## config.mk

```make
export PLATFORM = sky130hd
export DESIGN_NAME = bpc_ram
export DESIGN_NICKNAME = d
export VERILOG_FILES = /design/src/hdl/bpc_ram.sv
export SDC_FILE = /design/constraint.sdc
export NUM_CORES = 1
export LEC_CHECK = 0
export BUFFER_PORTS_ARGS = -buffer_cell sky130_fd_sc_hd__clkbuf_2
export CAP_MARGIN = 20
export CORE_UTILIZATION = 44
export CTS_BUF_LIST = sky130_fd_sc_hd__clkbuf_16
export DETAILED_ROUTE_END_ITERATION = 10
export HOLD_SLACK_MARGIN = 0.02
export PLACE_DENSITY = 0.71
export SETUP_SLACK_MARGIN = 0.2
export SKIP_LAST_GASP = 1
export SYNTH_ARGS = -nofsm -noshare
export SYNTH_HDL_FRONTEND = slang
export SYNTH_SLANG_ARGS = --single-unit
export TNS_END_PERCENT = 20
```

## constraint.sdc

```tcl
create_clock -name clk_i -period 0.9 [get_ports clk_i]
set_clock_uncertainty 0.05 [all_clocks]
set_input_delay 0.045 -clock clk_i [delete_from_list [all_inputs] [get_ports clk_i]]
set_output_delay 0.045 -clock clk_i [all_outputs]
set_load 0.01 [all_outputs]
```

## src/hdl/bpc_ram.sv

```systemverilog
// Generic single-port-write, single-port-read RAM with a registered read.
// Stand-alone; used for the binodal table.
module bpc_ram #(
  parameter int unsigned WIDTH = 8,
  parameter int unsigned DEPTH = 2
) (
  input  logic                     clk_i,
  input  logic                     we_i,
  input  logic [$clog2(DEPTH)-1:0] waddr_i,
  input  logic [WIDTH-1:0]         wdata_i,
  input  logic [$clog2(DEPTH)-1:0] raddr_i,
  output logic [WIDTH-1:0]         rdata_o
);

  logic [WIDTH-1:0] mem_q [DEPTH];
  logic [WIDTH-1:0] rdata_q;

  // Write and registered read.
  always_ff @(posedge clk_i) begin
    if (we_i) begin
      mem_q[waddr_i] <= wdata_i;
    end
    rdata_q <= mem_q[raddr_i];
  end

  assign rdata_o = rdata_q;

endmodule

```

* Yosys cells after proc, flatten, opt, wreduce, memory -nomap -nowiden
Memory sizes are Yosys's and may differ from the RTL's. A register that Yosys moved wholly into a read port is not among the register bits.
Index checks and enable logic that the tools add are counted.
** Word-level totals
- Register bits :: 0
- Bits in latches :: 0
- Memory bits (writable) :: 16
- Memory bits (read-only) :: 0
- Input port bits :: 12
- Logic and storage cells :: 3
- Memories kept :: 1
** Operators by class
- $add $sub $neg :: 0
- $mul :: 0
- Divide/modulo/power cells :: 0
- Magnitude comparators :: 0
- Eq/ne operators :: 0
- Shifts and indexed selects :: 0
- Muxes and demuxes :: 2
- Bitwise operators :: 0
- Reduce and logical (&&, ||, !) cells :: 0
** Memory list
- mem_q :: words 2, width 8, rd ports 1, clocked after Yosys merged registers in 1, wr ports 1, RTL line 15 : logic [WIDTH-1:0] mem_q [DEPTH];
** Operators by type and width (count)
- 1-bit two-way mux :: 2

* Logic depth before layout (Yosys ltp)
Gate-level depths: netlist of the first run.
- Depth after elaboration :: 2
- Mapped depth :: 2
- Mapped depth without buffers :: 1

* Least setup slack after synthesis of the first run
No wires, ideal clock.
- Path kind :: input -> register
- Start :: input we_i
- End :: memory mem_q[0][0] (enable)
- Library setup time :: 0.373 ns
- Data arrival time :: 0.465 ns
- Data required time :: 0.477 ns
- Slack :: 0.012 ns
- Cell stages on the path :: 1
- Path buffers :: 0
- Cells stage by stage :: nor2b_1
** Between the ends
- Word-level cells in the longest chain between the ends :: 2
** Ends and longest elaborated chain
- start, declared :: RTL line 8 : input logic we_i,
- 1-bit two-way mux :: RTL line 20 : if (we_i) begin
- 1-bit two-way mux (not written as such) :: RTL line 21 : mem_q[waddr_i] <= wdata_i;
- end, declared :: RTL line 15
Every way passes these cells.

* Worst setup path after layout of the first run
- Start :: memory mem_q[0][0]
- End :: register rdata_q[0], in the netlist rdata_o[0] (read register of mem_q)
** RTL lines
- end, declared :: RTL line 16 : logic [WIDTH-1:0] rdata_q;
No word-level cell between the ends.

==> metrics.md, run 1 <==
| Metric | Value |
|---|---|
| Start point of the critical path | mem_q[0][0] |
| Crit path max-delay family | flip-flops |
| Area Growth Syn to Fin | 26.3% |
| RSZ-0062 raised after global routing | true |
| Syn_area_per_cell | approximately 22 um2 |
| Ant diodes | 0 |
| Max-cap check violation count | 0 |
| Worst VDD drop | about 0.0015 V |
| CP endpoint kind | flip-flop |
| Dominant cells by area after synthesis | edfxtp_1 (61%), dfxtp_1 (20%), mux2_4 (15%), buf_6 (1.4%), and2_1 (0.80%) |
| Worst skew pair latency | about 0.25 ns |
| Yosys reg bits | 24 |
| Total Routing Usage GR | 12.4% |
| Remaining antenna violation count | 0 |
| CTS Sinks | 24 |
| Final setup violation count | 0 |
| CP bufs+invs | 0 |
| IO Port Bufs | 19 |
| LEAKAGE | 0.421 nW |
| Endpoints failing hold | 16 |
| Worst EP arrival | between 0.9 and 1 ns |
| Worst r2r src | mem_q[0][0] |
| Relative slew slack | between 70% and 80% |
| Fill cells | between 100 and 150 |
| Iter 0 DRT Violations | 8 |
| Fin crit period | around 0.83 ns |
| Starting Density | 49.8% |
| Cell count after synthesis | 35 |
| Hold Crit Class | input port to flip-flop |
| Max Slew Vio Count | 0 |
| Clock slew at reported path FFs | roughly 0.060 ns |
| Die width | 44.2 um |
| CP Class | flip-flop to flip-flop |
| Global-route wire length before repair | ~1600 um |
| Hold path startpoint | wdata_i[2] |
| CP Cell Sequence | mux2_4 |
| Gr ovfl total | 0 |
| Vias per cell | 4.75 |
| Routed vias | 356 |
| # rows | 14 |
| Core box area | roughly 1600 um2 |
| Chip height | 44.2 um |
| Clk buf depth | 2 |
| Post-synth top area share | between 60 and 70% |
| Crit-path max FO | 1 |
| DR DRC count | 0 |
| Crit start category | flip-flop |
| WL/cell | ~14 um |
| Outcome | finished, violations left |
| Setup TNS | 0 ns |
| Fmax | ~1.2 GHz |
| Worst path max stage delay | about 0.39 ns |
| Slew @ Worst Pin | 0.301 ns |
| CTS H-tree depth | 1 |
| Routed wire length | roughly 1000 um |
| Root Buffer | clkbuf_16 |
| Final period util | between 90% and 100% |
| Critical-path top delay cell | edfxtp_1 |
| Post-Syn Area | between 700 and 800 um2 |
| Io pins | 20 |
| Area of the multi-input gates | roughly 140 um2 |
| Yosys warning total | 0 |
| Failing checks | hold timing |
| Initial antenna violation count | 0 |
| TritonCTS buffer count | 3 |
| CTS tree | done |
| Layout cells sized above 1 | 57.6% |
| Vias in the first global route | between 300 and 400 |
| Net count reported at finish | 72 |
| Crit path required time | about 0.99 ns |
| Sequential-to-total area share from yosys stat | 81.7% |
| Pin count of the biggest net entering global routing | 14 |
| Die area | a little under 2000 um2 |
| Largest area contributor in the netlist | edfxtp_1 |
| Drt pass-1 iters | 5 |
| Hold Slack | -0.0692 ns |
| Setup repair bufs after CTS | 0 |
| Register area | 642 um2 |
| Routability cong. | 0.685 |
| Synth unique cells | 6 |
| Power per Cell Area | about 2400 nW/um2 |
| Synthesized Nets | between 40 and 50 |
## kinds of logic (layout without fill, tap and decap cells)
family,count (synthesis),in the layout,share of synthesized area (%)
multiplexers,8,8,15.3
flip-flops,24,24,81.7
AND/OR/NAND/NOR,2,2,1.60
buffers and inverters,1,25,1.44
## registers in the layout, summed over array words and instances, names as in the netlist
| signal | cells |
|---|---|
| mem_q | 16 |
| rdata_o | 8 |
## power by group
| group | internal [W] | total, W | switching [W] |
|---|---|---|---|
| clock network | 0.000592 | 0.000932 | 0.000340 |
| registers | 0.00126 | 0.00129 | 0.0000213 |
| logic | 0.0000960 | 0.000167 | 0.0000713 |
## metal layers
layer	wire (um)	track usage (%)
met5	0	0
met4	0	7.27
met3	49	3.67
met1	447	14.2
met2	547	20.6
## synth_stat cells (all sizes together)
cell type  number
buf             1
mux2            8
dfxtp           8
and2            1
nor2b           1
edfxtp         16
## worst paths after layout
| path | endpoint | slack, ns | cells after the start |
|---|---|---|---|
| worst max register to register | rdata_o[0] | 0.07 | 1 |
| worst min-delay path | mem_q[0][2] | -0.07 | 1 |
| worst max-delay path | rdata_o[0] | 0.07 | 1 |
| worst min register to register | rdata_o[6] | 0.42 | 1 |
## placed cells by master, fill, tap and decap left out
cell,n
and2_1,1
mux2_4,8
clkbuf_2,19
buf_4,2
edfxtp_1,16
dfxtp_2,1
dfxtp_1,7
nor2b_4,1
clkbuf_16,3
clkinv_1,1
## cell type report
cell class,instances,share of cell area [%]
Clock buffer,3,7.58
Clock inverter,1,0.379
Multi-Input combinational cell,10,14.1
Sequential cell,24,64.8
Tap cell,16,2.02
Timing Repair Buffer,21,11.1
## what timing repair did
| action | CTS | global route |
|---|---|---|
| gates resized for setup | 1 | 0 |
| endpoints found under the hold margin | 16 | 16 |
| endpoints found under the setup margin | 16 | 16 |
## through the flow
| stage | power (W) | std cells | utilization, % | cell area [um2] | setup slack [ns] |
|---|---|---|---|---|---|
| final | 0.00239 | 75 | 62.9 | 991 | 0.0709 |
| after CTS | 0.00241 | 75 | 62.9 | 991 | 0.0527 |
| after global routing | 0.00247 | 75 | 62.9 | 991 | 0.0544 |
| after floorplan | 0.00140 | 35 | - | 792 | 0.139 |
| after global placement | 0.00147 | 71 | 57.8 | 911 | 0.0841 |
| after detailed placement | 0.00148 | 71 | 57.8 | 911 | 0.0810 |
Power figures use the tool's default switching activity.
==> inputs of run 2 (changes only) <==
CORE_UTILIZATION = 48   (was 44)
PLACE_DENSITY = 0.73   (was 0.71)
clock period = 0.8 ns   (was 0.9 ns; I/O delays follow)
==> metrics.md, run 2 (synthesized netlist as in run 1, its figures left out) <==
| Metric | Value |
|---|---|
| Worst EP arrival | 0.91 ns (about the same) |
| Routed wire length | 995 um (-4.8%) |
| Vias in the first global route | 339 (-1.7%) |
| Failing checks | hold timing, setup timing |
| Slew @ Worst Pin | 0.286 ns (-0.0149 ns) |
| Final period util | 102% (+10 points) |
| Vias per cell | 5.03 (+5.9%) |
| Die width | 42.4 um (-4.1%) |
| Worst skew pair latency | 0.26 ns (about the same) |
| CTS Sinks | 24 (unchanged) |
| Design Power | 0.00270 W (+13%) |
| Worst VDD drop | 0.00165 V (+9.3%) |
| Io pins | 20 (unchanged) |
| Clk buf depth | 2 (unchanged) |
| Hold Slack | -0.0795 ns (-0.0103 ns) |
| Die area | 1800 um2 (-8.0%) |
| DR DRC count | 0 (unchanged) |
| Leading cell type in the layout, fill and taps excluded | clkbuf_2 |
| Setup TNS | -0.0188 ns (-0.0188 ns) |
| Starting Density | 51.5% (+1.7 points) |
| Max reg flops | 16 (unchanged) |
| Most frequent cells in the layout | clkbuf_2 (18), edfxtp_1 (16), mux2_4 (8), dfxtp_1 (6), clkbuf_16 (3) |
| Total Routing Usage GR | 12.9% (+0.50 points) |
| Net count reported at finish | 71 (-1.4%) |
| Final worst slack | -0.0183 ns (-0.0892 ns) |
| Relative slew slack | 80.9% (+0.99 points) |
| Iter 0 DRT Violations | 0 (-8) |
| Global-route wire length before repair | 1560 um (-2.6%) |
| CP Class | flip-flop to flip-flop |
| Remaining antenna violation count | 0 (unchanged) |
| RSZ-0062 raised after global routing | true |
| Clock slew at reported path FFs | 0.06 ns (about the same) |
| Core box area | 1520 um2 (-3.3%) |
| CP bufs+invs | 0 (unchanged) |
| Pin count of the biggest net entering global routing | 14 (unchanged) |
| Fmax | 1.22 GHz (+1.3%) |
| Chip height | 42.4 um (-4.1%) |
| Crit path max-delay family | flip-flops |
| Root Buffer | clkbuf_16 |
| CP Cell Sequence | mux2_4 |
| Final setup violation count | 2 (+2) |
| Power per Cell Area | 2690 nW/um2 (+12%) |
| Crit-path max FO | 1 (unchanged) |
| CP endpoint kind | flip-flop |
| Fin crit period | 0.818 ns (-0.0108 ns) |
| Worst path max stage delay | 0.38 ns (about the same) |
| Area Growth Syn to Fin | 27.9% |
| Hold Crit Class | input port to flip-flop |
| CTS H-tree depth | 1 (unchanged) |
| Routability cong. | 0.626 (-8.6%) |
| Place WS | -0.0155 ns (-0.0965 ns) |
| LEAKAGE | 0.421 nW (about the same) |
| Design Area, Final | 1000 um2 (+1.3%) |
| Crit start category | flip-flop |
| CTS tree | done |
| IO Port Bufs | 19 (unchanged) |
| Placed cell areas | 916 um2 (+0.55%) |
| Outcome | finished, violations left |
| TritonCTS buffer count | 3 (unchanged) |
| Reg with most FFs | mem_q |
| # rows | 14 (unchanged) |
| Critical-path top delay cell | edfxtp_1 |
| Ant diodes | 0 (unchanged) |
| Layout cells sized above 1 | 58.6% (+0.99 points) |
| Max-cap check violation count | 0 (unchanged) |
| Initial antenna violation count | 0 (unchanged) |
| WL/cell | 13.4 um (-3.5%) |
| Drt pass-1 iters | 1 (-4) |
| Setup repair bufs after CTS | 0 (unchanged) |
| Gr ovfl total | 0 (unchanged) |
| Routed vias | 372 (+4.5%) |
| Crit path required time | 0.89 ns (-0.10 ns) |
| Max Slew Vio Count | 0 (unchanged) |
| Endpoints failing hold | 16 (unchanged) |
==> run 2: changes by cell type in the layout (fill, tap and decap cells not counted), sizes merged <==
cell,delta
clkbuf,-1
==> run 2: final cells by class <==
class	count	area, um2
clock buffer	3	75.1
sequential	24	643
fill	106	520
clock inverter	1	3.75
multi-input combinational	10	140
tap	16	20.0
timing repair buffer	20	121
==> run 2: final timing paths <==
kind | from | endpoint | slack (ns) | cells past startpoint
setup / recovery | mem_q[0][0] | rdata_o[0] | -0.02 | 1
hold / removal | wdata_i[0] | mem_q[1][0] | -0.08 | 1
setup reg to reg | mem_q[0][0] | rdata_o[0] | -0.02 | 1
hold reg to reg | mem_q[0][2] | rdata_o[2] | 0.42 | 1
==> run 2: metal layers <==
layer  routed length [um]  global-route usage [%]
met3                   60                    4.31
met2                  529                    20.0
met5                    0                       0
met1                  377                    14.9
met4                   28                    9.38
==> run 2: what timing repair did <==
item,CTS,global route
setup endpoints to repair,16,16
pin swaps,0,0
hold endpoints to repair,16,16
gates resized for setup,1,3
==> run 2: per-stage QoR <==
step                      cells  utilization, %
after floorplan              35               -
after global placement       70            60.1
after detailed placement     70            60.1
after CTS                    74            65.4
after global routing         74            65.8
final                        74            65.8
==> run 2: power breakdown <==
group	internal (W)	leakage (nW)	total (W)	switching (W)
sequential	0.00142	0.218	0.00145	0.0000256
clock	0.000667	0.0385	0.00105	0.000385
combinational	0.000116	0.165	0.000196	0.0000793
==> inputs of run 3 (changes only) <==
CTS_CLUSTER_SIZE = 20   (was unset)
SKIP_CTS_REPAIR_TIMING = 1   (was unset)
SLEW_MARGIN = 20   (was unset)
==> metrics.md, run 3 (synthesized netlist as in run 1, its figures left out) <==
| Metric | Value |
|---|---|
| Gr ovfl total | 0 (unchanged) |
| Crit start category | flip-flop |
| Failing checks | hold timing, setup timing |
| Remaining antenna violation count | 0 (unchanged) |
| Vias in the first global route | 339 (unchanged) |
| Critical-path top delay cell | edfxtp_1 |
| Initial antenna violation count | 0 (unchanged) |
| Area Growth Syn to Fin | 27.8% |
| Hold Crit Class | input port to flip-flop |
| Starting Density | 51.5% (unchanged) |
| Core box area | 1520 um2 (unchanged) |
| Crit path max-delay family | flip-flops |
| Crit path required time | 0.89 ns (about the same) |
| Vias per cell | 5.03 (unchanged) |
| Io pins | 20 (unchanged) |
| Drt pass-1 iters | 1 (unchanged) |
| CTS Sinks | 24 (unchanged) |
| CP Cell Sequence | mux2_4 |
| WL/cell | 13.4 um (unchanged) |
| Die width | 42.4 um (unchanged) |
| Root Buffer | clkbuf_16 |
| CP Class | flip-flop to flip-flop |
| Routed vias | 372 (unchanged) |
| Share of total power in combinational logic | 7.3% (about the same) |
| Worst EP arrival | 0.91 ns (about the same) |
| Total Routing Usage GR | 12.9% (unchanged) |
| IO Port Bufs | 19 (unchanged) |
| Endpoints failing hold | 16 (unchanged) |
| Die area | 1800 um2 (unchanged) |
| Layout cells sized above 1 | 56.9% (-1.7 points) |
| CTS tree | done |
| Reg with most FFs | mem_q |
| Chip height | 42.4 um (unchanged) |
| Fin crit period | 0.818 ns (unchanged) |
| Most frequent cells in the layout | clkbuf_2 (18), edfxtp_1 (16), mux2_4 (8), dfxtp_1 (7), clkbuf_16 (3) |
| RSZ-0062 raised after global routing | true |
| Outcome | finished, violations left |
| Routability cong. | 0.626 (unchanged) |
| Power per Cell Area | 2690 nW/um2 (about the same) |
| Leading cell type in the layout, fill and taps excluded | clkbuf_2 |
| Worst r2r src | mem_q[0][0] |
| Worst R2R Setup Slack | -0.02 ns (about the same) |
| Hold path startpoint | wdata_i[0] |
| # rows | 14 (unchanged) |
| Design Power | 0.00270 W (about the same) |
| Clk pwr share | 39.0% (about the same) |
| Fmax | 1.22 GHz (unchanged) |
| Pin count of the biggest net entering global routing | 14 (unchanged) |
| Clock slew at reported path FFs | 0.06 ns (about the same) |
| Final setup violation count | 1 (-1) |
| Iter 0 DRT Violations | 0 (unchanged) |
| Switch share | 18.2% (about the same) |
| Worst r2r dst | rdata_o[0] |
| Sw power | 0.000490 W (unchanged) |
| Crit-path max FO | 1 (unchanged) |
| TritonCTS buffer count | 3 (unchanged) |
| Max Slew Vio Count | 0 (unchanged) |
| Clk buf depth | 2 (unchanged) |
| Max-cap check violation count | 0 (unchanged) |
| Worst Hold Path EP | mem_q[1][0] |
| Worst skew pair latency | 0.26 ns (about the same) |
| Hold Slack | -0.0795 ns (unchanged) |
| Slew @ Worst Pin | 0.286 ns (unchanged) |
| Final worst slack | -0.0183 ns (unchanged) |
| Relative slew slack | 80.9% (unchanged) |
| Reg2Reg Depth | 1 (unchanged) |
| Hold Path Depth | 1 (unchanged) |
| Design Area, Final | 1000 um2 (-0.12%) |
| Placed cell areas | 916 um2 (unchanged) |
| Worst VDD drop | 0.00165 V (about the same) |
| Worst path max stage delay | 0.38 ns (about the same) |
| Pint | 0.00221 W (about the same) |
| Sequential share of power | 53.7% (about the same) |
| Net count reported at finish | 71 (unchanged) |
| DR DRC count | 0 (unchanged) |
| Global-route wire length before repair | 1560 um (unchanged) |
| Ant diodes | 0 (unchanged) |
| Routed wire length | 995 um (unchanged) |
| LEAKAGE | 0.421 nW (about the same) |
| Final period util | 102% (unchanged) |
| CTS H-tree depth | 1 (unchanged) |
| CP endpoint kind | flip-flop |
| CP bufs+invs | 0 (unchanged) |
| Max reg flops | 16 (unchanged) |
## run 3: how the worst max path moves through the flow
stage                      startpoint     endpoint  cells past startpoint
after global routing      mem_q[0][0]   rdata_o[0]                      1
after CTS                 mem_q[0][0]   rdata_o[0]                      1
after detailed placement      waddr_i  mem_q[1][3]                      3
after global placement        raddr_i   rdata_o[7]                      2
final                     mem_q[0][0]   rdata_o[0]                      1
after floorplan           mem_q[0][0]   rdata_o[0]                      1
## run 3: through the flow
step	cells	setup TNS, ns	util [%]	hold slack, ns	worst slack (ns)
floorplan	35	0	-	0.0889	0.0388
global placement	70	-0.00882	60.1	0.179	-0.00557
detailed placement	70	-0.140	60.1	0.183	-0.0155
CTS	74	-0.0257	65.3	-0.0794	-0.0183
global route	74	-0.0851	65.8	-0.0782	-0.0293
finish	74	-0.0183	65.8	-0.0795	-0.0183
## run 3: layout make-up
type	instances	area, um2
Clock inverter	1	3.75
Clock buffer	3	75.1
Sequential cell	24	642
Tap cell	16	20.0
Multi-Input combinational cell	10	140
Fill cell	106	522
Timing Repair Buffer	20	121
## run 3: per-layer routing
metal  share of wire [%]  GRT usage (%)
met1                  38           14.9
met2                  53           20.0
met3                 6.0           4.31
met4                 2.8           9.38
met5                   0              0
## run 3: power by group through the flow
stage,Sequential [W],Combinational [W],Clock [W]
3_3_place_gp,0.00147,0.000189,0
4_1_cts,0.00145,0.000194,0.00106
5_1_grt,0.00146,0.000211,0.00110
3_5_place_dp,0.00147,0.000193,0
6_report,0.00145,0.000196,0.00105
2_1_floorplan,0.00149,0.0000883,0
