**src/hdl/bpc_pkg.sv**
```systemverilog
// Shared types, constants and codes for the binodal phase classifier.
// Depends on nothing; the other design files but bpc_ram refer to it by scoped names.
package bpc_pkg;

  // Table geometry and value width.
  localparam int unsigned TABLE_DEPTH      = 32;
  localparam int unsigned VALUE_BITS       = 32;
  localparam int unsigned IDX_BITS         = $clog2(TABLE_DEPTH);
  localparam int unsigned CNT_BITS         = $clog2(TABLE_DEPTH + 1);
  localparam int unsigned INDEX_FIELD_BITS = 5;
  localparam int unsigned LEN_BITS         = 6;
  localparam int unsigned PROD_BITS        = 2 * VALUE_BITS;
  localparam int unsigned ACC_BITS         = PROD_BITS + 1;
  localparam int unsigned ENTRY_BITS       = 3 * VALUE_BITS;

  // Configuration port geometry.
  localparam int unsigned APB_DATA_BITS = 32;
  localparam int unsigned REG_IDX_BITS  = 2;
  localparam int unsigned APB_ADDR_BITS = REG_IDX_BITS + 2;

  typedef logic [VALUE_BITS-1:0] value_t;

  // Item operations.
  localparam logic OP_LOAD     = 1'b0;
  localparam logic OP_CLASSIFY = 1'b1;

  // Phase codes.
  localparam logic [1:0] PHASE_LIQUID = 2'd0;
  localparam logic [1:0] PHASE_TWO    = 2'd1;
  localparam logic [1:0] PHASE_GAS    = 2'd2;
  localparam logic [1:0] PHASE_SUPER  = 2'd3;

  // Register indexes.
  localparam logic [REG_IDX_BITS-1:0] REG_CRIT_TEMP     = 2'd0;
  localparam logic [REG_IDX_BITS-1:0] REG_CRIT_PRESSURE = 2'd1;
  localparam logic [REG_IDX_BITS-1:0] REG_CRIT_VOLUME   = 2'd2;
  localparam logic [REG_IDX_BITS-1:0] REG_TABLE_LENGTH  = 2'd3;

  // Command beat.
  typedef struct packed {
    logic                        op;
    logic [INDEX_FIELD_BITS-1:0] entry_index;
    value_t                      entry_pressure;
    value_t                      entry_left_volume;
    value_t                      entry_right_volume;
    value_t                      volume;
    value_t                      pressure;
    value_t                      temperature;
  } cmd_t;

  // Result beat.
  typedef struct packed {
    logic [1:0] phase;
    logic       low_pressure;
    logic       table_error;
  } res_t;

  // One binodal table row as held in the memory.
  typedef struct packed {
    value_t pressure;
    value_t left_volume;
    value_t right_volume;
  } entry_t;

  // Configuration registers as seen by the sequencer.
  typedef struct packed {
    value_t              crit_temp;
    value_t              crit_pressure;
    value_t              crit_volume;
    logic [LEN_BITS-1:0] table_length;
  } cfg_t;

  // Control of the shared multiply-accumulate unit.
  typedef struct packed {
    logic en;
    logic clr;
  } mac_ctrl_t;

endpackage

```
**src/hdl/bpc_mac.sv**
```systemverilog
// Shared multiply-accumulate unit: one multiplier feeding a registered accumulator.
// Depends on bpc_pkg.
module bpc_mac (
  input  logic                          clk_i,
  input  logic                          rst_ni,
  input  bpc_pkg::mac_ctrl_t            ctrl_i,
  input  bpc_pkg::value_t               a_i,
  input  bpc_pkg::value_t               b_i,
  output logic [bpc_pkg::ACC_BITS-1:0]  acc_o
);

  logic [bpc_pkg::PROD_BITS-1:0] prod;
  logic [bpc_pkg::ACC_BITS-1:0]  acc_d, acc_q;

  // Product of the two operands, added to the accumulator or loaded fresh.
  always_comb begin
    prod  = a_i * b_i;
    acc_d = (ctrl_i.clr ? '0 : acc_q) + bpc_pkg::ACC_BITS'(prod);
  end

  // The accumulator starts from zero after reset.
  always_ff @(posedge clk_i or negedge rst_ni) begin
    if (!rst_ni) begin
      acc_q <= '0;
    end else if (ctrl_i.en) begin
      acc_q <= acc_d;
    end
  end

  assign acc_o = acc_q;

endmodule

```
**src/hdl/bpc_ctrl.sv**
```systemverilog
// Sequencer of the classifier: table scan, interpolation set-up and final compare.
// Depends on bpc_pkg and instantiates bpc_mac.
module bpc_ctrl (
  input  logic                          clk_i,
  input  logic                          rst_ni,
  input  logic                          cls_start_i,
  input  bpc_pkg::cmd_t                 cmd_i,
  input  bpc_pkg::cfg_t                 cfg_i,
  output logic [bpc_pkg::IDX_BITS-1:0]  rd_addr_o,
  input  bpc_pkg::entry_t               rd_data_i,
  output logic                          busy_o,
  output logic                          res_valid_o,
  output bpc_pkg::res_t                 res_o
);

  localparam logic [2:0] S_IDLE   = 3'd0;
  localparam logic [2:0] S_DECIDE = 3'd1;
  localparam logic [2:0] S_SCAN   = 3'd2;
  localparam logic [2:0] S_PREP   = 3'd3;
  localparam logic [2:0] S_MUL    = 3'd4;
  localparam logic [2:0] S_CMP    = 3'd5;

  localparam logic [1:0] STEP_LHS  = 2'd0;
  localparam logic [1:0] STEP_NEAR = 2'd1;
  localparam logic [1:0] STEP_FAR  = 2'd2;

  logic [2:0]                    state_d, state_q;
  logic [1:0]                    step_d, step_q;
  logic [bpc_pkg::CNT_BITS-1:0]  k_d, k_q;
  logic [bpc_pkg::CNT_BITS-1:0]  len_d, len_q;
  logic [bpc_pkg::CNT_BITS-1:0]  m;
  bpc_pkg::value_t               v_d, v_q, p_d, p_q, t_d, t_q;
  bpc_pkg::value_t               d_d, d_q, num_d, num_q, dn_d, dn_q;
  bpc_pkg::value_t               hi_p, lo_p, pe;
  logic                          use_left_d, use_left_q;
  bpc_pkg::entry_t               prev_d, prev_q, cur_d, cur_q;
  logic [bpc_pkg::PROD_BITS-1:0] lhs_d, lhs_q;
  logic [bpc_pkg::ACC_BITS-1:0]  lhs_wide, acc;
  logic                          res_valid_d, res_valid_q;
  bpc_pkg::res_t                 res_d, res_q;
  bpc_pkg::mac_ctrl_t            mac_ctrl;
  bpc_pkg::value_t               mac_a, mac_b;
  logic                          found;

  bpc_mac u_mac (
    .clk_i  (clk_i),
    .rst_ni (rst_ni),
    .ctrl_i (mac_ctrl),
    .a_i    (mac_a),
    .b_i    (mac_b),
    .acc_o  (acc)
  );

  // The memory read is registered, so the data in a scan cycle belongs to the
  // row addressed in the cycle before.
  assign m         = k_q - 1'b1;
  assign rd_addr_o = k_q[bpc_pkg::IDX_BITS-1:0];
  assign found     = (m != '0) && (rd_data_i.pressure <= p_q);
  assign hi_p      = prev_q.pressure;
  assign lo_p      = cur_q.pressure;
  assign pe        = (p_q < hi_p) ? p_q : hi_p;
  assign lhs_wide  = bpc_pkg::ACC_BITS'(lhs_q);

  // Next-state and datapath control.
  always_comb begin
    state_d     = state_q;
    step_d      = step_q;
    k_d         = k_q;
    len_d       = len_q;
    v_d         = v_q;
    p_d         = p_q;
    t_d         = t_q;
    d_d         = d_q;
    num_d       = num_q;
    dn_d        = dn_q;
    use_left_d  = use_left_q;
    prev_d      = prev_q;
    cur_d       = cur_q;
    lhs_d       = lhs_q;
    res_valid_d = 1'b0;
    res_d       = res_q;
    mac_ctrl    = '0;
    mac_a       = v_q;
    mac_b       = d_q;

    case (state_q)
      S_IDLE: begin
        if (cls_start_i) begin
          v_d = cmd_i.volume;
          p_d = cmd_i.pressure;
          t_d = cmd_i.temperature;
          // A length beyond the table depth is taken as the depth.
          if (32'(cfg_i.table_length) > 32'(bpc_pkg::TABLE_DEPTH)) begin
            len_d = bpc_pkg::CNT_BITS'(bpc_pkg::TABLE_DEPTH);
          end else begin
            len_d = bpc_pkg::CNT_BITS'(cfg_i.table_length);
          end
          k_d     = '0;
          state_d = S_DECIDE;
        end
      end

      S_DECIDE: begin
        use_left_d = v_q < cfg_i.crit_volume;
        k_d        = k_q + 1'b1;
        if (t_q >= cfg_i.crit_temp) begin
          res_valid_d = 1'b1;
          res_d.phase = (p_q >= cfg_i.crit_pressure) ? bpc_pkg::PHASE_SUPER
                                                     : bpc_pkg::PHASE_GAS;
          res_d.low_pressure = 1'b0;
          res_d.table_error  = 1'b0;
          state_d            = S_IDLE;
        end else if (len_q == '0) begin
          res_valid_d        = 1'b1;
          res_d.phase        = bpc_pkg::PHASE_LIQUID;
          res_d.low_pressure = 1'b0;
          res_d.table_error  = 1'b1;
          state_d            = S_IDLE;
        end else begin
          state_d = S_SCAN;
        end
      end

      S_SCAN: begin
        if (found) begin
          cur_d   = rd_data_i;
          state_d = S_PREP;
        end else begin
          prev_d = rd_data_i;
          if (m == len_q - 1'b1) begin
            // Pressure lies below every usable row.
            res_valid_d        = 1'b1;
            res_d.phase        = (v_q <= cfg_i.crit_volume) ? bpc_pkg::PHASE_TWO
                                                            : bpc_pkg::PHASE_GAS;
            res_d.low_pressure = 1'b1;
            res_d.table_error  = 1'b0;
            state_d            = S_IDLE;
          end else begin
            k_d = k_q + 1'b1;
          end
        end
      end

      S_PREP: begin
        // Segment weights; a flat or rising segment takes the lower row alone.
        if (hi_p <= lo_p) begin
          d_d   = bpc_pkg::VALUE_BITS'(1);
          num_d = '0;
          dn_d  = bpc_pkg::VALUE_BITS'(1);
        end else begin
          d_d   = hi_p - lo_p;
          num_d = pe - lo_p;
          dn_d  = hi_p - pe;
        end
        step_d  = STEP_LHS;
        state_d = S_MUL;
      end

      S_MUL: begin
        case (step_q)
          STEP_LHS: begin
            mac_ctrl = '{en: 1'b1, clr: 1'b1};
            mac_a    = v_q;
            mac_b    = d_q;
            step_d   = STEP_NEAR;
          end
          STEP_NEAR: begin
            lhs_d    = acc[bpc_pkg::PROD_BITS-1:0];
            mac_ctrl = '{en: 1'b1, clr: 1'b1};
            mac_a    = use_left_q ? cur_q.left_volume : cur_q.right_volume;
            mac_b    = dn_q;
            step_d   = STEP_FAR;
          end
          STEP_FAR: begin
            mac_ctrl = '{en: 1'b1, clr: 1'b0};
            mac_a    = use_left_q ? prev_q.left_volume : prev_q.right_volume;
            mac_b    = num_q;
            state_d  = S_CMP;
          end
          default: begin
            state_d = S_IDLE;
          end
        endcase
      end

      S_CMP: begin
        // The accumulator holds the interpolated volume scaled by the segment span.
        res_valid_d        = 1'b1;
        res_d.low_pressure = 1'b0;
        res_d.table_error  = 1'b0;
        if (use_left_q) begin
          res_d.phase = (lhs_wide < acc) ? bpc_pkg::PHASE_LIQUID : bpc_pkg::PHASE_TWO;
        end else begin
          res_d.phase = (lhs_wide > acc) ? bpc_pkg::PHASE_GAS : bpc_pkg::PHASE_TWO;
        end
        state_d = S_IDLE;
      end

      default: begin
        state_d = S_IDLE;
      end
    endcase
  end

  // Control registers.
  always_ff @(posedge clk_i or negedge rst_ni) begin
    if (!rst_ni) begin
      state_q     <= S_IDLE;
      step_q      <= STEP_LHS;
      k_q         <= '0;
      res_valid_q <= 1'b0;
    end else begin
      state_q     <= state_d;
      step_q      <= step_d;
      k_q         <= k_d;
      res_valid_q <= res_valid_d;
    end
  end

  // Payload registers.
  always_ff @(posedge clk_i) begin
    len_q      <= len_d;
    v_q        <= v_d;
    p_q        <= p_d;
    t_q        <= t_d;
    d_q        <= d_d;
    num_q      <= num_d;
    dn_q       <= dn_d;
    use_left_q <= use_left_d;
    prev_q     <= prev_d;
    cur_q      <= cur_d;
    lhs_q      <= lhs_d;
    res_q      <= res_d;
  end

  assign busy_o      = state_q != S_IDLE;
  assign res_valid_o = res_valid_q;
  assign res_o       = res_q;

endmodule

```
**config.mk**
```make
export PLATFORM = sky130hd
export DESIGN_NAME = bpc_ctrl
export DESIGN_NICKNAME = d
export VERILOG_FILES = /design/src/hdl/bpc_pkg.sv /design/src/hdl/bpc_mac.sv /design/src/hdl/bpc_ctrl.sv
export SDC_FILE = /design/constraint.sdc
export NUM_CORES = 2
export LEC_CHECK = 0
export ABC_AREA = 1
export ABC_CLOCK_PERIOD_IN_PS = 7200
export BUFFER_PORTS_ARGS = -buffer_cell sky130_fd_sc_hd__buf_2
export CAP_MARGIN = 20
export CORE_ASPECT_RATIO = 0.75
export CORE_MARGIN = 5
export CORE_UTILIZATION = 45
export CTS_BUF_LIST = sky130_fd_sc_hd__clkbuf_8
export DETAILED_ROUTE_END_ITERATION = 8
export PLACE_DENSITY = 0.61
export SKIP_LAST_GASP = 1
export SLEW_MARGIN = 5
export SYNTH_ARGS = -nofsm -noshare
export SYNTH_HDL_FRONTEND = slang
export SYNTH_HIERARCHICAL = 1
export SYNTH_SLANG_ARGS = --single-unit
```
**constraint.sdc**
```tcl
create_clock -name clk_i -period 7.2 [get_ports clk_i]
set_clock_uncertainty 0.15 [all_clocks]
set_input_delay 0.72 -clock clk_i [delete_from_list [all_inputs] [get_ports clk_i]]
set_output_delay 0.72 -clock clk_i [all_outputs]
set_load 0.02 [all_outputs]
```
Word level (Yosys, flattened, before mapping)
Index checks and enable logic that the tools add are counted.
- register bits after elaboration: 536
- input bits: 399
- add/sub/neg operators: 7
- $mul: 1
- $lt $le $gt $ge: 10
- equal/unequal tests: 16
- muxes and demuxes: 38
- bitwise logic cells: 1
- reduce and logical (&&, ||, !) cells: 18
- operator list (kind ; number):
    $mux W32 ; 5
    $pmux W32 S2 ; 2
    $le A32 B32 Y1 ; 3
    $sub A32 B32 Y32 ; 3
    $add A65 B64 Y65 ; 1
    $gt A64 B65 Y1 ; 1
    $lt A64 B65 Y1 ; 1
    $mux W65 ; 1
    $ge A32 B32 Y1 ; 2
    $lt A32 B32 Y1 ; 2
    $mul A32 B32 Y64 ; 1
    $mux W6 ; 3
    $pmux W6 S3 ; 1
    $mux W4 ; 4
    $pmux W3 S5 ; 1
    $mux W2 ; 6
    $pmux W2 S2 ; 3
    $pmux W4 S3 ; 1
    $sub A6 B1 Y6 const B ; 2
    $ne A2 B2 Y1 const B ; 5
    $reduce_and A2 Y1 ; 5
    $mux W3 ; 3
    $reduce_bool A3 Y1 ; 3
    $reduce_and A4 Y1 ; 2
    22 further kinds ; 30

Depth between registers and ports, before layout
- word-level depth: 6
- gate-level depth with buffers: 41

Hierarchy
The synthesis kept the hierarchy.
- modules (own cells, without submodules) (module ; instances ; cells each ; area each (um2) ; sequential area each (um2)):
    bpc_mac ; 1 ; 5500 ; 40586.4 ; 1626.6
    bpc_ctrl ; 1 ; 3158 ; 29256.8 ; 14083.5

Worst setup path before layout
Ideal clock, no wire load.
- path type: register to register
- start: reg state_q[1]
- end: reg step_q[0]
- data arrival time: 7678 ps
- required time: 6922 ps
- path slack: -756 ps
- stages on the path, launching flop included: 6
- cells stage by stage: dfrtp_1 inv_1 nor3_1 inv_1 nand2_1 o21ai_0
- word-level cells in the longest chain between the ends: 3
- ends and longest elaborated chain (element ; RTL line ; text):
    start, declared ; bpc_ctrl.sv:27 ; logic [2:0] state_d, state_q;
    start signal, assigned ; bpc_ctrl.sv:213 ; state_q <= state_d;
    $eq A3 B3 Y1 or $eq A3 B2 Y1 (tied branches) ; bpc_ctrl.sv:86 ; case (state_q)
    $ne A3 B2 Y1 (no source line) or $reduce_bool A2 Y1 (tied branches) ; -- ;
    $reduce_and A2 Y1 (no source line) ; -- ;
    end signal, assigned ; bpc_ctrl.sv:214 ; step_q <= step_d;
    end, declared ; bpc_ctrl.sv:28 ; logic [1:0] step_d, step_q;
Parallel ways exist; a longest one is shown, timed or not.
A chain may end at the register's enable or synchronous reset.

Final worst setup path
- start: reg step_q[1]
- end: reg u_mac.acc_q, in the netlist u_mac/acc_o[60]
- RTL lines (element ; RTL line ; text):
    $eq A2 B2 Y1 or $eq A2 B1 Y1 (tied branches) ; bpc_ctrl.sv:160 ; case (step_q)
    $pmux W32 S2 (*) ; bpc_ctrl.sv:160 ;
    $mux W32 (*) ; bpc_ctrl.sv:86 ;
    via mac_b[29] ; bpc_ctrl.sv:42 ; bpc_pkg::value_t mac_a, mac_b;
    $mul A32 B32 Y64 (*) ; bpc_mac.sv:17 ; prod = a_i * b_i;
    $add A65 B64 Y65 (*) ; bpc_mac.sv:18 ; acc_d = (ctrl_i.clr ? '0 : acc_q) + bpc_pkg::ACC_BITS'(prod);
    end signal, assigned ; bpc_mac.sv:24 ; acc_q <= '0;
    end signal, assigned ; bpc_mac.sv:26 ; acc_q <= acc_d;
    end, declared ; bpc_mac.sv:13 ; logic [bpc_pkg::ACC_BITS-1:0] acc_d, acc_q;
Mark *: on every way through the listed nets, which the timed path passes. The rest lies on a longest branch.

==> Implementation_results.wiki <==
{| class="wikitable"
! Metric !! Value
|-
| Status || finished with violations
|-
| Violated checks || setup timing
|-
| CP Class || flip-flop to flip-flop
|-
| Area fraction in compound gates after synthesis || 0.0575
|-
| Number of global-route vias before repair || 60723
|-
| Met1 wire length || 109000 um
|-
| CP arrival || 8730 ps
|-
| Routability cong. || between 0.9 and 1
|-
| Net Count, Synth || approximately 11000
|-
| Setup-failing EPs final || between 50 and 60
|-
| XOR/XNOR share of the synthesized area || 0.0107
|-
| Worst hold path type || input pin to flip-flop
|-
| Count of buffer and inverter cells on the critical path || 9
|-
| Final cell count without fillers || approximately 12000
|-
| Worst slew margin relative to its limit || 0.337
|-
| Max Transition Viols Final || 0
|-
| Input/output buffers || ~300
|-
| Top routing layer used || met5
|-
| Synthesized-area fraction occupied by adder cells || 0.379
|-
| Placed cell count || 11295
|-
| Fraction of final layout cells sized beyond drive strength 1 || 0.165
|-
| Avg Cell Area, Syn || about 8 um^2
|-
| Area of the die || 163000 um^2
|-
| Area growth from synthesis to layout || 22.6%
|-
| Final hold violation count || 0
|-
| Number of nets in the finished design || 11577
|-
| Worst hold margin || about 110 ps
|-
| Die extent in x || 465 um
|-
| Instance area at placement || about 79000 um^2
|-
| Fraction of synthesized area in multiplexers || 0.00444
|-
| WL per Instance || 20.4 um
|-
| Antenna violations before repair || 10
|-
| Post-synthesis sequential area ratio || 0.225
|-
| Minimum period implied by the final worst setup slack || between 8000 and 9000 ps
|-
| Max-cap violations || 0
|-
| Crit path required time || 7750 ps
|-
| Final core utilization || 0.554
|-
| Critical Path Sink Type || flip-flop
|-
| Clock buffer count from CTS || 89
|-
| Register bit total from synthesis || between 500 and 600
|-
| Share of flip-flops with an asynchronous set or reset || 0.144
|-
| Count of antenna-violating nets left after detailed routing || 0
|-
| Synth unique cells || 55
|-
| CP max FO || 13
|-
| Pin count of the biggest net entering global routing || 65
|-
| Detailed-route via count || 59527
|-
| Worst Max-Slew Pin Slew || 992 ps
|-
| Main flop type after synthesis || edfxtp_1
|-
| Worst path most repeated cell || fa_2
|-
| Worst reg2reg startpoint || step_q[1]
|-
| Critical path's slowest cell || fa_2
|-
| Average via count per standard cell || just over 5
|-
| Synth Instances || roughly 8700
|-
| Post-CTS clock slew at the launch and capture registers of the worst setup and hold paths || 80 ps
|-
| Clock latency on the worst-skew pair || 820 ps
|-
| Unrepaired setup endpoints after global routing || yes
|-
| Met2 layer wire length in the routed design || around 100000 um
|-
| Number of cells on the worst reg-to-reg path || 33
|-
| Library cell used as clock root buffer || clkbuf_8
|-
| Initial drt markers || around 5500
|-
| TritonCTS sink count || 536
|-
| Core footprint || approximately 150000 um^2
|-
| Initial core utilization || 0.452
|-
| Worst min-delay path startpoint || cfg_i[0]
|-
| Total routed wirelength || 239000 um
|-
| Number of stages on the worst setup path || 33
|-
| HPWL after detailed placement || around 200000 um
|-
| Number of warning messages in the yosys log || 6
|-
| Crit-path max cell delay || 640 ps
|-
| CP top delay family || adder cells
|-
| Height of the die || approximately 350 um
|-
| Count of pins on the block boundary || 410
|-
| Hold path cells || 3
|-
| Wire length of the first global-routing pass || around 360000 um
|-
| F_max || 122 MHz
|-
| 1st-pass router iterations || 6
|-
| Critical path startpoint || step_q[1]
|-
| Total gr overflow || 0
|-
| Post-synth EDFFs || roughly 460
|-
| Final instance area || approximately 86000 um^2
|-
| # H-tree levels || 3
|-
| Total DRC errors in the routed layout || 0
|-
| Final worst-path cycle share || 1.14
|-
| Simple-Gate Fraction of Synth Area || 0.173
|-
| Met3 WL post-DR || around 20000 um
|-
| Worst setup slack after layout || -977 ps
|-
| TritonCTS clock tree || built
|-
| Standard-cell row count || between 100 and 150
|-
| Summed instance area of the synthesized netlist || around 70000 um^2
|-
| Overall fraction of global-route tracks in use || 0.290
|-
| Critical path startpoint category || flip-flop
|-
| Reg2reg setup slack || -980 ps
|-
| Clock Path Buffers || 3
|-
| Main combinational cell family by area after synthesis || adder cells
|}
==> repair_timing <==
action | CTS | global route
cloned | 4 | 11
pin swaps | 32 | 87
buffers inserted | 35 | 47
endpoints found under the setup margin | 55 | 56
endpoints found under the hold margin | 325 | 0
resized for setup | 157 | 380
hold buffers | 194 | 0
==> registers in the layout, indices dropped and copies added (netlist names), 3 cells and up <==
register	cells
d_q	32
res_o	4
dn_q	32
len_q	6
u_mac/acc_o	65
t_q	32
v_q	32
lo_p	32
state_q	3
num_q	32
p_q	32
cur_q	64
lhs_q	64
k_q	6
prev_q	64
hi_p	32
==> tightest hold or removal path: stages <==
cell    delay, ps
buf_2          70
inv_1          40
nor2_1         90
==> cell families after synthesis <==
family                     count (synthesis)
adders and majority gates               1537
buffers and inverters                   2773
AOI/OAI and AO/OA                        724
and+or+nand+nor                         2972
muxes                                     31
DFF                                      536
xor gates and xnor gates                  85
==> layout make-up <==
class,count,area [um^2]
well taps,2032,2540
flip-flops and latches,536,15700
multi-input cells,5350,45900
clock buffers,92,1270
clock inverters,72,505
diodes,14,35.0
repair buffers,1165,10300
fillers,14167,68900
inverters,2499,9390
==> synthesized netlist by cell type (10+ instances only) <==
| cell type | number | area, um^2 |
|---|---|---|
| inv_1 | 2484 | 9320 |
| nand2_1 | 2145 | 8050 |
| fa_1 | 964 | 19300 |
| ha_1 | 573 | 7170 |
| edfxtp_1 | 459 | 13800 |
| nor2_1 | 432 | 1620 |
| a21oi_1 | 324 | 1620 |
| clkbuf_1 | 246 | 923 |
| o21ai_0 | 233 | 1170 |
| nand3_1 | 161 | 806 |
| dfrtp_1 | 77 | 1930 |
| nand4_1 | 49 | 307 |
| xnor2_1 | 46 | 403 |
| nor3_1 | 40 | 200 |
| xor2_1 | 39 | 342 |
| o22ai_1 | 36 | 225 |
| a221oi_1 | 32 | 280 |
| mux2i_1 | 31 | 310 |
| nand2_2 | 27 | 169 |
| nor2_2 | 24 | 150 |
| nor2_4 | 18 | 203 |
| nand3b_1 | 17 | 128 |
| o21ai_1 | 17 | 85.1 |
| o21bai_1 | 16 | 120 |
| or2_2 | 15 | 93.8 |
| a21o_1 | 14 | 105 |
| buf_2 | 13 | 65.1 |
| o21a_1 | 12 | 90.1 |
| a31oi_1 | 11 | 68.8 |
| inv_2 | 11 | 41.3 |
| nand3_2 | 10 | 100 |
==> cell usage in the layout (no fill, tap or decap), types with 49 or more instances in the layout <==
cell              n
nand2_1        2052
nand4_1          49
buf_4           496
inv_1          2453
dlygate4sd3_1   194
a21oi_1         271
dfrtp_1          77
buf_2           306
ha_1            533
fa_1            920
inv_2            67
nand3_1         154
edfxtp_1        459
o21ai_0         222
nand2_2          93
nor2_1          398
clkbuf_8         92
nor2_4           53
buf_12          111
==> final timing paths <==
kind / end
worst max-delay path: u_mac/acc_o[60]
worst min-delay path: len_q[0]
worst max register to register: u_mac/acc_o[60]
worst min register to register: lhs_q[7]
max in group asynchronous: u_mac/acc_o[61]
min in group asynchronous: state_q[2]
==> stage by stage <==
stage | setup TNS [ps] | worst slack (ps)
3_3_place_gp | -53950 | -1350
6_report | -38760 | -977
4_1_cts | -43070 | -949
3_5_place_dp | -55390 | -1370
5_1_grt | -53120 | -1180
2_1_floorplan | 0 | 1.41
==> routing by layer <==
| metal | track usage | up-vias |
|---|---|---|
| met5 | 0 | - |
| met4 | 0.0606 | 2 |
| met3 | 0.0476 | 301 |
| met2 | 0.452 | 2226 |
| met1 | 0.428 | 29323 |
| li1 | - | 27675 |
Power is left out: the tool's default activity adds up to more than one toggle a clock period on the data nets, which glitch-free logic cannot reach.
